<file path="src/cfgdt_pkg.sv">
// shared types, codes and sizes for the configuration-space device table
`timescale 1ns / 1ps

package cfgdt_pkg;

	localparam int TABLE_ENTRIES = 16;
	localparam int IDX_W = (TABLE_ENTRIES > 1) ? $clog2(TABLE_ENTRIES) : 1;
	localparam logic [IDX_W-1:0] LAST_IDX = IDX_W'(TABLE_ENTRIES - 1);

	localparam logic [1:0] KIND_ADD = 2'd0;
	localparam logic [1:0] KIND_READ = 2'd1;
	localparam logic [1:0] KIND_CLEAR = 2'd2;

	localparam logic [1:0] ST_OK = 2'd0;
	localparam logic [1:0] ST_REFUSED = 2'd1;
	localparam logic [1:0] ST_MISS = 2'd2;

	localparam logic [15:0] VENDOR_NONE = 16'hffff;
	localparam logic [31:0] DATA_MISS = 32'hffff_ffff;

	typedef struct packed {
		logic [1:0] kind;
		logic [7:0] bus_num;
		logic [4:0] device_num;
		logic [2:0] function_num;
		logic [15:0] vendor_id;
		logic [15:0] device_id;
		logic [11:0] reg_offset;
	} in_t;

	typedef struct packed {
		logic [31:0] read_data;
		logic [1:0] status;
	} out_t;

	// sequencer to table
	typedef struct packed {
		logic clear;
		logic wr_en;
		logic [IDX_W-1:0] wr_addr;
		logic [15:0] wr_loc;
		logic [15:0] wr_vendor;
		logic [15:0] wr_device;
		logic [IDX_W-1:0] loc_addr;
		logic [IDX_W-1:0] id_addr;
	} tbl_ctl_t;

	// table to sequencer, registered read data
	typedef struct packed {
		logic valid;
		logic [15:0] loc;
		logic [15:0] vendor;
		logic [15:0] device;
	} tbl_rd_t;

endpackage

</file>
<file path="src/config_space_device_table_unit.sv">
// top level of the emulated configuration-space device table
// Usage:
//   An item (add, read or clear) is taken at a rising edge with start high and
//   busy low. Exactly one result follows per item: it sits on result for one
//   cycle, marked by done, and is taken at the edge that ends that cycle.
//   The receiver cannot stall; each result beat is simply gone after its cycle.
// Throughput and scan:
//   Clear, unused kinds and an add with vendor 0 or 0xFFFF: done rises at the
//   accepting edge itself, busy stays low, so one item per cycle.
//   Add and read walk the table one entry a cycle through the single key
//   comparator, reading one location word per cycle from the entry memory.
//   A matching entry ends the walk early. Worst case: an add or read miss
//   compares every entry before done rises, and a read hit on the last entry
//   also goes through S_RESP; busy falls in the same cycle as done rises.
// Reset:
//   arst_n low clears all valid bits and the sequencer; the table starts empty
//   and needs no clearing pass.
`timescale 1ns / 1ps

module config_space_device_table_unit
	import cfgdt_pkg::*;
(
	input  logic  clk,
	input  logic  arst_n,
	input  logic  start,
	input  in_t   item,
	output logic  busy,
	output logic  done,
	output out_t  result
);

	tbl_ctl_t ctl;
	tbl_rd_t rd;
	logic accept;
	logic res_vld;
	out_t res;

	assign accept = start && !busy;

	cfgdt_seq u_seq (
		.clk     (clk),
		.arst_n  (arst_n),
		.accept  (accept),
		.item    (item),
		.rd      (rd),
		.ctl     (ctl),
		.busy    (busy),
		.res_vld (res_vld),
		.res     (res)
	);

	cfgdt_table u_table (
		.clk    (clk),
		.arst_n (arst_n),
		.ctl    (ctl),
		.rd     (rd)
	);

	// result register frees the sequencer in the cycle it finishes
	always_ff @(posedge clk or negedge arst_n) begin
		if (!arst_n) begin
			done <= 1'b0;
		end else begin
			done <= res_vld;
		end
	end

	always_ff @(posedge clk) begin
		if (res_vld) begin
			result <= res;
		end
	end

endmodule

</file>
<file path="src/cfgdt_table.sv">
// entry storage: valid flops plus location and id memories with registered reads
`timescale 1ns / 1ps

module cfgdt_table
	import cfgdt_pkg::*;
(
	input  logic      clk,
	input  logic      arst_n,
	input  tbl_ctl_t  ctl,
	output tbl_rd_t   rd
);

	logic [TABLE_ENTRIES-1:0] valid_q;
	logic [15:0] loc_mem [TABLE_ENTRIES];
	logic [15:0] vendor_mem [TABLE_ENTRIES];
	logic [15:0] device_mem [TABLE_ENTRIES];

	logic rd_valid_q;
	logic [15:0] rd_loc_q;
	logic [15:0] rd_vendor_q;
	logic [15:0] rd_device_q;

	assign rd = {rd_valid_q, rd_loc_q, rd_vendor_q, rd_device_q};

	always_ff @(posedge clk or negedge arst_n) begin
		if (!arst_n) begin
			valid_q <= '0;
		end else if (ctl.clear) begin
			valid_q <= '0;
		end else if (ctl.wr_en) begin
			valid_q[ctl.wr_addr] <= 1'b1;
		end
	end

	always_ff @(posedge clk) begin
		if (ctl.wr_en) begin
			loc_mem[ctl.wr_addr] <= ctl.wr_loc;
			vendor_mem[ctl.wr_addr] <= ctl.wr_vendor;
			device_mem[ctl.wr_addr] <= ctl.wr_device;
		end
	end

	always_ff @(posedge clk or negedge arst_n) begin
		if (!arst_n) begin
			rd_valid_q <= 1'b0;
		end else begin
			rd_valid_q <= valid_q[ctl.loc_addr];
		end
	end

	always_ff @(posedge clk) begin
		rd_loc_q <= loc_mem[ctl.loc_addr];
		rd_vendor_q <= vendor_mem[ctl.id_addr];
		rd_device_q <= device_mem[ctl.id_addr];
	end

`ifndef SYNTHESIS
	a_no_clear_and_write: assert property (@(posedge clk) disable iff (!arst_n)
		!(ctl.clear && ctl.wr_en))
		else $error("table clear and write in the same cycle");
`endif

endmodule

</file>
<file path="src/cfgdt_seq.sv">
// scan sequencer with the shared key comparator
`timescale 1ns / 1ps

module cfgdt_seq
	import cfgdt_pkg::*;
(
	input  logic      clk,
	input  logic      arst_n,
	input  logic      accept,
	input  in_t       item,
	input  tbl_rd_t   rd,
	output tbl_ctl_t  ctl,
	output logic      busy,
	output logic      res_vld,
	output out_t      res
);

	localparam logic [1:0] S_IDLE = 2'd0;
	localparam logic [1:0] S_SCAN = 2'd1;
	localparam logic [1:0] S_RESP = 2'd2;

	logic [1:0] state_q, state_d;
	logic [1:0] kind_q;
	logic [15:0] key_q;
	logic [15:0] vendor_q;
	logic [15:0] device_q;
	logic off_zero_q;
	logic [IDX_W-1:0] addr_q;
	logic [IDX_W-1:0] cmp_idx_q;
	logic cmp_vld_q;
	logic free_found_q;
	logic [IDX_W-1:0] free_idx_q;

	logic bad_vendor;
	logic hit;
	logic last;
	logic free_now;
	logic [IDX_W-1:0] free_idx_now;

	assign bad_vendor = (item.vendor_id == '0) || (item.vendor_id == VENDOR_NONE);
	assign hit = cmp_vld_q && rd.valid && (rd.loc == key_q);
	assign last = cmp_vld_q && (cmp_idx_q == LAST_IDX);
	assign free_now = free_found_q || !rd.valid;
	assign free_idx_now = free_found_q ? free_idx_q : cmp_idx_q;
	assign busy = (state_q != S_IDLE);

	always_comb begin
		state_d = state_q;
		res_vld = 1'b0;
		res = '0;
		ctl = '0;
		ctl.loc_addr = addr_q;
		ctl.id_addr = cmp_idx_q;
		ctl.wr_loc = key_q;
		ctl.wr_vendor = vendor_q;
		ctl.wr_device = device_q;
		case (state_q)
			S_IDLE: begin
				if (accept) begin
					case (item.kind)
						KIND_ADD: begin
							if (bad_vendor) begin
								res_vld = 1'b1;
								res.status = ST_REFUSED;
							end else begin
								state_d = S_SCAN;
							end
						end
						KIND_READ: state_d = S_SCAN;
						KIND_CLEAR: begin
							ctl.clear = 1'b1;
							res_vld = 1'b1;
						end
						default: res_vld = 1'b1;
					endcase
				end
			end
			S_SCAN: begin
				if (hit) begin
					if (kind_q == KIND_READ) begin
						state_d = S_RESP;
					end else begin
						ctl.wr_en = 1'b1;
						ctl.wr_addr = cmp_idx_q;
						res_vld = 1'b1;
						state_d = S_IDLE;
					end
				end else if (last) begin
					res_vld = 1'b1;
					state_d = S_IDLE;
					if (kind_q == KIND_READ) begin
						res.read_data = DATA_MISS;
						res.status = ST_MISS;
					end else if (free_now) begin
						ctl.wr_en = 1'b1;
						ctl.wr_addr = free_idx_now;
					end else begin
						res.status = ST_REFUSED;
					end
				end
			end
			S_RESP: begin
				res_vld = 1'b1;
				res.read_data = off_zero_q ? {rd.device, rd.vendor} : '0;
				state_d = S_IDLE;
			end
			default: state_d = S_IDLE;
		endcase
	end

	always_ff @(posedge clk or negedge arst_n) begin
		if (!arst_n) begin
			state_q <= S_IDLE;
			addr_q <= '0;
			cmp_idx_q <= '0;
			cmp_vld_q <= 1'b0;
			free_found_q <= 1'b0;
			free_idx_q <= '0;
		end else begin
			state_q <= state_d;
			if (state_q == S_IDLE) begin
				addr_q <= '0;
				cmp_vld_q <= 1'b0;
				free_found_q <= 1'b0;
			end else if (state_q == S_SCAN) begin
				// one entry issued per cycle, compared the cycle after
				cmp_idx_q <= addr_q;
				cmp_vld_q <= 1'b1;
				if (addr_q != LAST_IDX) begin
					addr_q <= addr_q + 1'b1;
				end
				if (cmp_vld_q && !rd.valid && !free_found_q) begin
					free_found_q <= 1'b1;
					free_idx_q <= cmp_idx_q;
				end
			end
		end
	end

	always_ff @(posedge clk) begin
		if (accept) begin
			kind_q <= item.kind;
			key_q <= {item.bus_num, item.device_num, item.function_num};
			vendor_q <= item.vendor_id;
			device_q <= item.device_id;
			off_zero_q <= (item.reg_offset[7:2] == '0);
		end
	end

`ifndef SYNTHESIS
	a_write_only_on_add: assert property (@(posedge clk) disable iff (!arst_n)
		ctl.wr_en |-> (state_q == S_SCAN) && (kind_q == KIND_ADD))
		else $error("table write outside an add scan");
	a_resp_after_hit: assert property (@(posedge clk) disable iff (!arst_n)
		(state_q == S_RESP) |-> ($past(state_q) == S_SCAN) && $past(hit))
		else $error("read response without a hit");
	a_miss_only_on_read: assert property (@(posedge clk) disable iff (!arst_n)
		(res_vld && (res.status == ST_MISS)) |-> (kind_q == KIND_READ) && last)
		else $error("miss reported outside a finished read scan");
	a_single_result: assert property (@(posedge clk) disable iff (!arst_n)
		(res_vld && busy) |=> !busy)
		else $error("sequencer stayed busy after its result");
`endif

endmodule

</file>
<file path="config.mk">
export PLATFORM = sky130hd
export DESIGN_NAME = config_space_device_table_unit
export DESIGN_NICKNAME = d
export VERILOG_FILES = /design/src/cfgdt_pkg.sv /design/src/config_space_device_table_unit.sv /design/src/cfgdt_table.sv /design/src/cfgdt_seq.sv
export SDC_FILE = /design/constraint.sdc
export NUM_CORES = 1
export LEC_CHECK = 0
export BUFFER_PORTS_ARGS = -buffer_cell sky130_fd_sc_hd__clkbuf_2
export CAP_MARGIN = 0
export CORE_MARGIN = 2
export CORE_UTILIZATION = 60
export DETAILED_ROUTE_END_ITERATION = 16
export PLACE_DENSITY = 0.86
export SLEW_MARGIN = 5
export SYNTH_ARGS = -nofsm -noshare
export SYNTH_HDL_FRONTEND = slang
export SYNTH_SLANG_ARGS = --single-unit
</file>
<file path="constraint.sdc">
create_clock -name clk -period 6.53 [get_ports clk]
set_input_delay 0.3265 -clock clk [delete_from_list [all_inputs] [get_ports clk]]
set_output_delay 0.3265 -clock clk [all_outputs]
set_load 0.01 [all_outputs]
</file>
* Word level (Yosys, flattened, before mapping)
Memories as Yosys holds them, arrays and structs flattened. A register that Yosys moved wholly into a read port is not among the register bits.
Index checks and enable logic that the tools add are counted.
** Word-level totals
- Bits in registers :: 119
- Bits in latches :: 0
- Bits in writable memories :: 768
- Bits in read-only memories :: 0
- Bits of input ports :: 65
- Output and inout port bits :: 36
- Word-level logic and storage cells :: 115
- Memories kept :: 3
** Cells by class
- $add $sub $neg :: 1
- Multiply operators :: 0
- Div/mod/pow operators :: 0
- Magnitude comparators :: 3
- Equality and inequality tests :: 13
- Shift operators :: 0
- Mux-type cells :: 51
- Bitwise gates (word level) :: 2
- Reductions and logical operators :: 26
** Memory list
- u_table.device_mem :: words 16, bits a word 16, rd ports 1, clocked after Yosys merged registers in 1, write ports 1, RTL line cfgdt_table.sv:16 : logic [15:0] device_mem [TABLE_ENTRIES];
- u_table.loc_mem :: words 16, bits a word 16, rd ports 1, clocked after Yosys merged registers in 1, write ports 1, RTL line cfgdt_table.sv:14 : logic [15:0] loc_mem [TABLE_ENTRIES];
- u_table.vendor_mem :: words 16, bits a word 16, rd ports 1, clocked after Yosys merged registers in 1, write ports 1, RTL line cfgdt_table.sv:15 : logic [15:0] vendor_mem [TABLE_ENTRIES];
** Operators with widths (count)
- 34-bit 2-to-1 mux :: 2
- 32-bit 2-to-1 mux :: 2
- 32-bit one-hot mux with 2 select lines :: 1
- 16-bit 2-to-1 mux :: 2
- 5-bit 2-to-1 mux :: 6
- 1-bit 2-to-1 mux :: 19
- 16-bit equality test :: 1
- 16-bit equality test (second input constant) :: 1
- 16-bit zero test :: 1
- 2-bit 2-to-1 mux :: 8
- 4-bit 2-to-1 mux :: 4
- 16-bit bitwise OR :: 1
- 2-bit one-hot mux with 2 select lines :: 3
- 4-bit by 5-bit less-than comparator with 1-bit output (second input constant) :: 2
- 2-bit nonzero test :: 5
- 1-bit logical AND :: 7
- 2-bit by 1-bit equality test with 1-bit output (second input constant) :: 3
- 6-bit zero test :: 1
- 3-bit != test (second input constant) :: 2
- 2-bit AND reduction :: 3
- 4-bit by 1-bit adder with 4-bit output (second input constant) :: 1
- 1-bit binary-select mux with 4-bit select :: 1
- 1-bit demux with 4-bit select :: 1
- 2-bit equality test (second input constant) :: 2
- other kinds (13) :: 17

* Longest topological paths before layout
- Depth in word-level cells :: 14
- Gate-level depth with buffers :: 10
- Gate-level depth less buffers :: 8

* Hierarchy
Synthesis repeated with hierarchy kept, for this count alone.
** Second synthesis, totals
- Cells, all modules :: 1608
- Area total of the unflattened synthesis :: 34672.0 um^2
** Modules (own cells, without submodules)
- cfgdt_table :: instances 1, cells each 1317, area each 30496.7 um^2, sequential area each 24448.4 um^2
- cfgdt_seq :: instances 1, cells each 255, area each 3115.5 um^2, sequential area each 1931.9 um^2
- config_space_device_table_unit :: instances 1, cells each 36, area each 1059.8 um^2, sequential area each 1046.0 um^2

* Least setup slack after synthesis
OpenSTA, ideal clock, no wires.
- Kind :: register to register
- Start point :: register u_seq.key_q[9]
- End point :: memory u_table.device_mem[6][0] (enable)
- Library setup time :: 0.513 ns
- Arrival time :: 5.255 ns
- Data required time :: 6.017 ns
- Slack :: 0.763 ns
- Cell stages (with the launch flop) :: 9
- Buffers on the path :: 2
- Period minus slack after synthesis :: 5.767 ns
- Path through :: edfxtp_1 > xnor2_1 > nand3_1 > or4b_4 > nor2_4 > buf_6 > buf_2 > a21oi_1 > nor3_1
** On the way
- Longest elaborated chain between the ends :: 6
** Ends and longest elaborated chain
- start, declared :: RTL line cfgdt_seq.sv:24 : logic [15:0] key_q;
- start signal, assigned :: RTL line cfgdt_seq.sv:143 : key_q <= {item.bus_num, item.device_num, item.function_num};
- 16-bit equality test * :: RTL line cfgdt_seq.sv:41 : assign hit = cmp_vld_q && rd.valid && (rd.loc == key_q);
- 1-bit logical AND * :: RTL line cfgdt_seq.sv:41
- 5-bit 2-to-1 mux * :: RTL line cfgdt_seq.sv:79 : if (hit) begin
- 5-bit 2-to-1 mux * :: RTL line cfgdt_seq.sv:57 : case (state_q)
- 1-bit 2-to-1 mux :: RTL line cfgdt_table.sv:36 : if (ctl.wr_en) begin
- 1-bit 2-to-1 mux (implied by the code) :: RTL line cfgdt_table.sv:39 : device_mem[ctl.wr_addr] <= ctl.wr_device;
- end, declared :: RTL line cfgdt_table.sv:16
Mark *: on every way between the ends. The rest lies on a longest branch, timed or not.

* Worst setup path in the final report
- Start point :: register u_seq.key_q[3]
- End point :: memory u_table.vendor_mem[0][0] (enable)
** On the way
- Longest elaborated chain between the ends :: 6
** Ends and longest elaborated chain
- 16-bit equality test * :: RTL line cfgdt_seq.sv:41
- 1-bit logical AND * :: RTL line cfgdt_seq.sv:41
- 5-bit 2-to-1 mux * :: RTL line cfgdt_seq.sv:79
- 5-bit 2-to-1 mux * :: RTL line cfgdt_seq.sv:57
- 1-bit 2-to-1 mux :: RTL line cfgdt_table.sv:36
- 1-bit 2-to-1 mux (implied by the code) :: RTL line cfgdt_table.sv:38 : vendor_mem[ctl.wr_addr] <= ctl.wr_vendor;
- end, declared :: RTL line cfgdt_table.sv:15
Marks and branches as above.

==> Implementation_results.wiki <==
{| class="wikitable"
! Metric !! Value
|-
| RePlAce Congestion || 0.896
|-
| First DRT Iteration DRCs || 2,632
|-
| Final total power || 14.5 mW
|-
| Post-Syn Instances || 1,681
|-
| Max-cap violations || 0
|-
| Async SR Flop Fraction || 3.64%
|-
| Internal power contribution || 11.0 mW
|-
| Worst hold path type || in -> async
|-
| Cell leakage power || 12.9 nW
|-
| Number of port buffers || 94
|-
| Std cell rows || 88
|-
| Inst Count DP || 2,489
|-
| CTS tree || yes
|-
| Detail Placement HPWL || 42,300 um
|-
| Share of the yosys chip area belonging to registers || 77.9%
|-
| Post-CTS resize count || 0
|-
| Cell type with the highest occurrence count on the critical path || sky130_fd_sc_hd__nor2_4
|-
| Share of power burned in the clock network || 38.6%
|-
| Share of layout cells above drive strength 1 || 26.9%
|-
| Sinks on Clock Net || 935
|-
| Most used DFF post-synth || sky130_fd_sc_hd__edfxtp_1
|-
| Critical path capture point type || flop
|-
| Power density over cell area || 358 nW/um^2
|-
| Clock slew at the register clock pins of the worst setup and hold paths || 0.07 ns
|-
| Average wire length per cell after detail routing || 33.0 um
|-
| Worst-Margin Slew || 1.24 ns
|-
| Number of DRC violations after detailed routing || 0
|-
| Main area contributors after synthesis || sky130_fd_sc_hd__edfxtp_1, sky130_fd_sc_hd__mux4_2, sky130_fd_sc_hd__dfxtp_1
|-
| Final nets || 1,939
|-
| Synthesized area || 35,200 um^2
|-
| Area of the core || 57,800 um^2
|-
| Pin count of the biggest net entering global routing || 76
|-
| # diodes || 0
|-
| Unrepaired setup endpoints after global routing || false
|-
| Count of vias placed by the detailed router || 18,700
|-
| Distinct cell type count of the synthesized netlist || 52
|-
| Critical path startpoint category || flop
|-
| Die height || 246 um
|-
| CTS H-tree depth || 3
|-
| Share of power burned in registers || 50.5%
|-
| Setup clock skew after layout || 0.0458 ns
|-
| Vias in the first global route || 19,100
|-
| Largest area contributor in the synthesized netlist || sky130_fd_sc_hd__edfxtp_1
|-
| Congestion Overflow GR || 0
|-
| Tot GR Track Use || 30.3%
|-
| Yosys warns || 0
|-
| Comb pwr share || 10.9%
|-
| Wire length of the first global-routing pass || 129,000 um
|-
| Clock Path Buffers || 3
|-
| Result of the run || completed
|-
| Switching share of total power || 23.8%
|-
| Effective utilization at floorplan || 60.9%
|-
| Highest attainable clock frequency || 198 MHz
|-
| Syn_area_per_cell || 20.9 um^2
|-
| Clock network latency to the later pin of the worst-skew pair || 0.66 ns
|-
| Total CTS buffers || 89
|-
| Cell chosen for the clock root || sky130_fd_sc_hd__clkbuf_16
|-
| Clock period minus worst slack || 5.05 ns
|-
| Max incr delay on CP || 0.96 ns
|-
| Worst-path cell chain || xor2_1 -> nor4_1 -> nand2_1 -> nor2_4 -> mux2i_2 -> o21ai_0 -> nor2_4 -> buf_4
|-
| Vias per cell || 6.90
|-
| Number of hold violations in the final report || 0
|-
| Number of enable flip-flop cells after synthesis || 853
|-
| I/O pin total || 101
|-
| Worst slew margin relative to its limit || 16.4%
|-
| NetSw || 3.44 mW
|-
| Number of antenna violations at the first check in global routing || 1
|-
| Data required time of the critical path || 6.83 ns
|-
| Largest voltage drop on the vdd net || 274 uV
|-
| Antenna-violating nets left || 0
|-
| Width of the chip || 246 um
|-
| Net Count, Synth || 1,751
|-
| Final Core Density || 70.0%
|-
| Post-Layout Cell Count || 2,711
|-
| Number of endpoints failing setup at the final stage || 0
|-
| DIE AREA || 60,600 um^2
|-
| Worst-path cell with the longest stage delay || sky130_fd_sc_hd__nor2_4
|-
| Area growth from synthesis to layout || 15.0%
|-
| Most frequent cells in the layout || sky130_fd_sc_hd__edfxtp_1, sky130_fd_sc_hd__mux4_2, sky130_fd_sc_hd__clkbuf_2
|-
| Setup total negative slack || 0 ns
|-
| Post-synthesis sequential element count || 935
|-
| Max FO, Critical Path || 21
|-
| Arrival time reported for the critical path endpoint || 5.35 ns
|-
| Most common cell after layout, fill and taps aside || sky130_fd_sc_hd__edfxtp_1
|-
| Startpoint-to-endpoint class of the critical path || reg -> reg
|-
| Number of search-and-repair iterations in the first detailed-routing pass || 8
|-
| Final Max Slew Viols || 0
|-
| Fraction of post-synthesis cell area in the top cell type by area || 72.8%
|-
| Final Routed Wirelength || 89,400 um
|-
| Period utilisation layout || 77.4%
|}
-- registers in the layout, summed over array words and instances (netlist names), 16 cells and up --
signal,flops
u_seq.key_q,16
u_table.vendor_mem,256
u_table.rd_loc_q,16
result,34
u_table.loc_mem,256
u_seq.vendor_q,16
u_table.valid_q,16
u_table.rd_vendor_q,16
u_table.rd_device_q,16
u_table.device_mem,256
u_seq.device_q,16
-- power groups by stage --
| stage | Sequential (mW) | Combinational, mW | Clock (mW) |
|---|---|---|---|
| CTS | 7.30 | 1.57 | 5.63 |
| global placement | 7.37 | 1.45 | 0 |
| finish | 7.31 | 1.58 | 5.59 |
| global route | 7.35 | 1.65 | 5.84 |
| floorplan | 7.21 | 1.23 | 0 |
| detailed placement | 7.42 | 1.49 | 0 |
-- critical path, delay by kind of cell, from the launching register on --
family | cells | cell delay [ns]
AO/OA/AOI/OAI | 1 | 0.50
XOR/XNOR | 1 | 0.27
buffers and inverters | 1 | 0.46
flip-flops | 1 | 0.63
multiplexers | 1 | 0.49
AND/OR/NAND/NOR | 4 | 2.32
-- logic make-up after synthesis --
kind of cell | synth area share [%]
DFF | 77.9
muxes | 14.8
and+or+nand+nor | 2.56
AOI/OAI and AO/OA | 2.99
buffers and inverters | 1.10
xor gates and xnor gates | 0.448
adders and majority gates | 0.178
-- Yosys cell counts (23+ instances only) --
master / count
sky130_fd_sc_hd__nand2_1: 91
sky130_fd_sc_hd__mux2i_1: 56
sky130_fd_sc_hd__mux2_2: 23
sky130_fd_sc_hd__dfrtp_1: 34
sky130_fd_sc_hd__clkbuf_1: 58
sky130_fd_sc_hd__a21oi_1: 29
sky130_fd_sc_hd__dfxtp_1: 48
sky130_fd_sc_hd__o21ai_0: 50
sky130_fd_sc_hd__a21boi_0: 32
sky130_fd_sc_hd__edfxtp_1: 853
sky130_fd_sc_hd__nor2_1: 33
sky130_fd_sc_hd__mux4_2: 194
-- final cells by class --
class | count | area, um^2
sequential | 935 | 27400
fill | 3193 | 17300
multi-input combinational | 649 | 7500
clock buffer | 115 | 2430
timing repair buffer | 185 | 1350
tap | 765 | 957
clock inverter | 53 | 752
inverter | 9 | 33.8
-- timing repair --
action / CTS / global route
setup endpoints to repair: 0 / 0
hold buffers: 54 / 0
hold endpoints to repair: 86 / 0
setup buffers: 0 / 0
-- routing by layer --
| layer | wire length, um | global-route usage, % | up-vias |
|---|---|---|---|
| li1 | - | - | 7284 |
| met2 | 44400 | 48.9 | 1496 |
| met1 | 31600 | 40.4 | 9614 |
| met4 | 4300 | 14.6 | 0 |
| met3 | 9170 | 5.88 | 301 |
| met5 | 0 | 0 | - |
-- stage by stage --
stage	worst slack [ns]	hold WS (ns)	instance area, um^2
2_1_floorplan	0.763	0.0309	35200
3_3_place_gp	1.92	0.441	36700
3_5_place_dp	1.80	0.462	36700
4_1_cts	1.55	0.307	40500
5_1_grt	1.32	0.384	40500
6_report	1.48	0.305	40500
-- path summary, 6_finish.rpt --
check                                         from                  endpoint  slack, ns  cells after the start
min in group clk                          item[15]         u_seq.device_q[3]       0.39                      2
worst min register to register  u_table.valid_q[2]        u_table.valid_q[2]       0.49                      2
worst min-delay path                        arst_n        u_table.valid_q[6]       0.30                      2
worst max register to register      u_seq.key_q[3]  u_table.vendor_mem[0][0]       1.48                      8
max in group asynchronous                   arst_n        u_seq.cmp_idx_q[1]       5.57                      2
worst max-delay path                u_seq.key_q[3]  u_table.vendor_mem[0][0]       1.48                      8
Note: power is estimated with default switching activity, not from simulation.
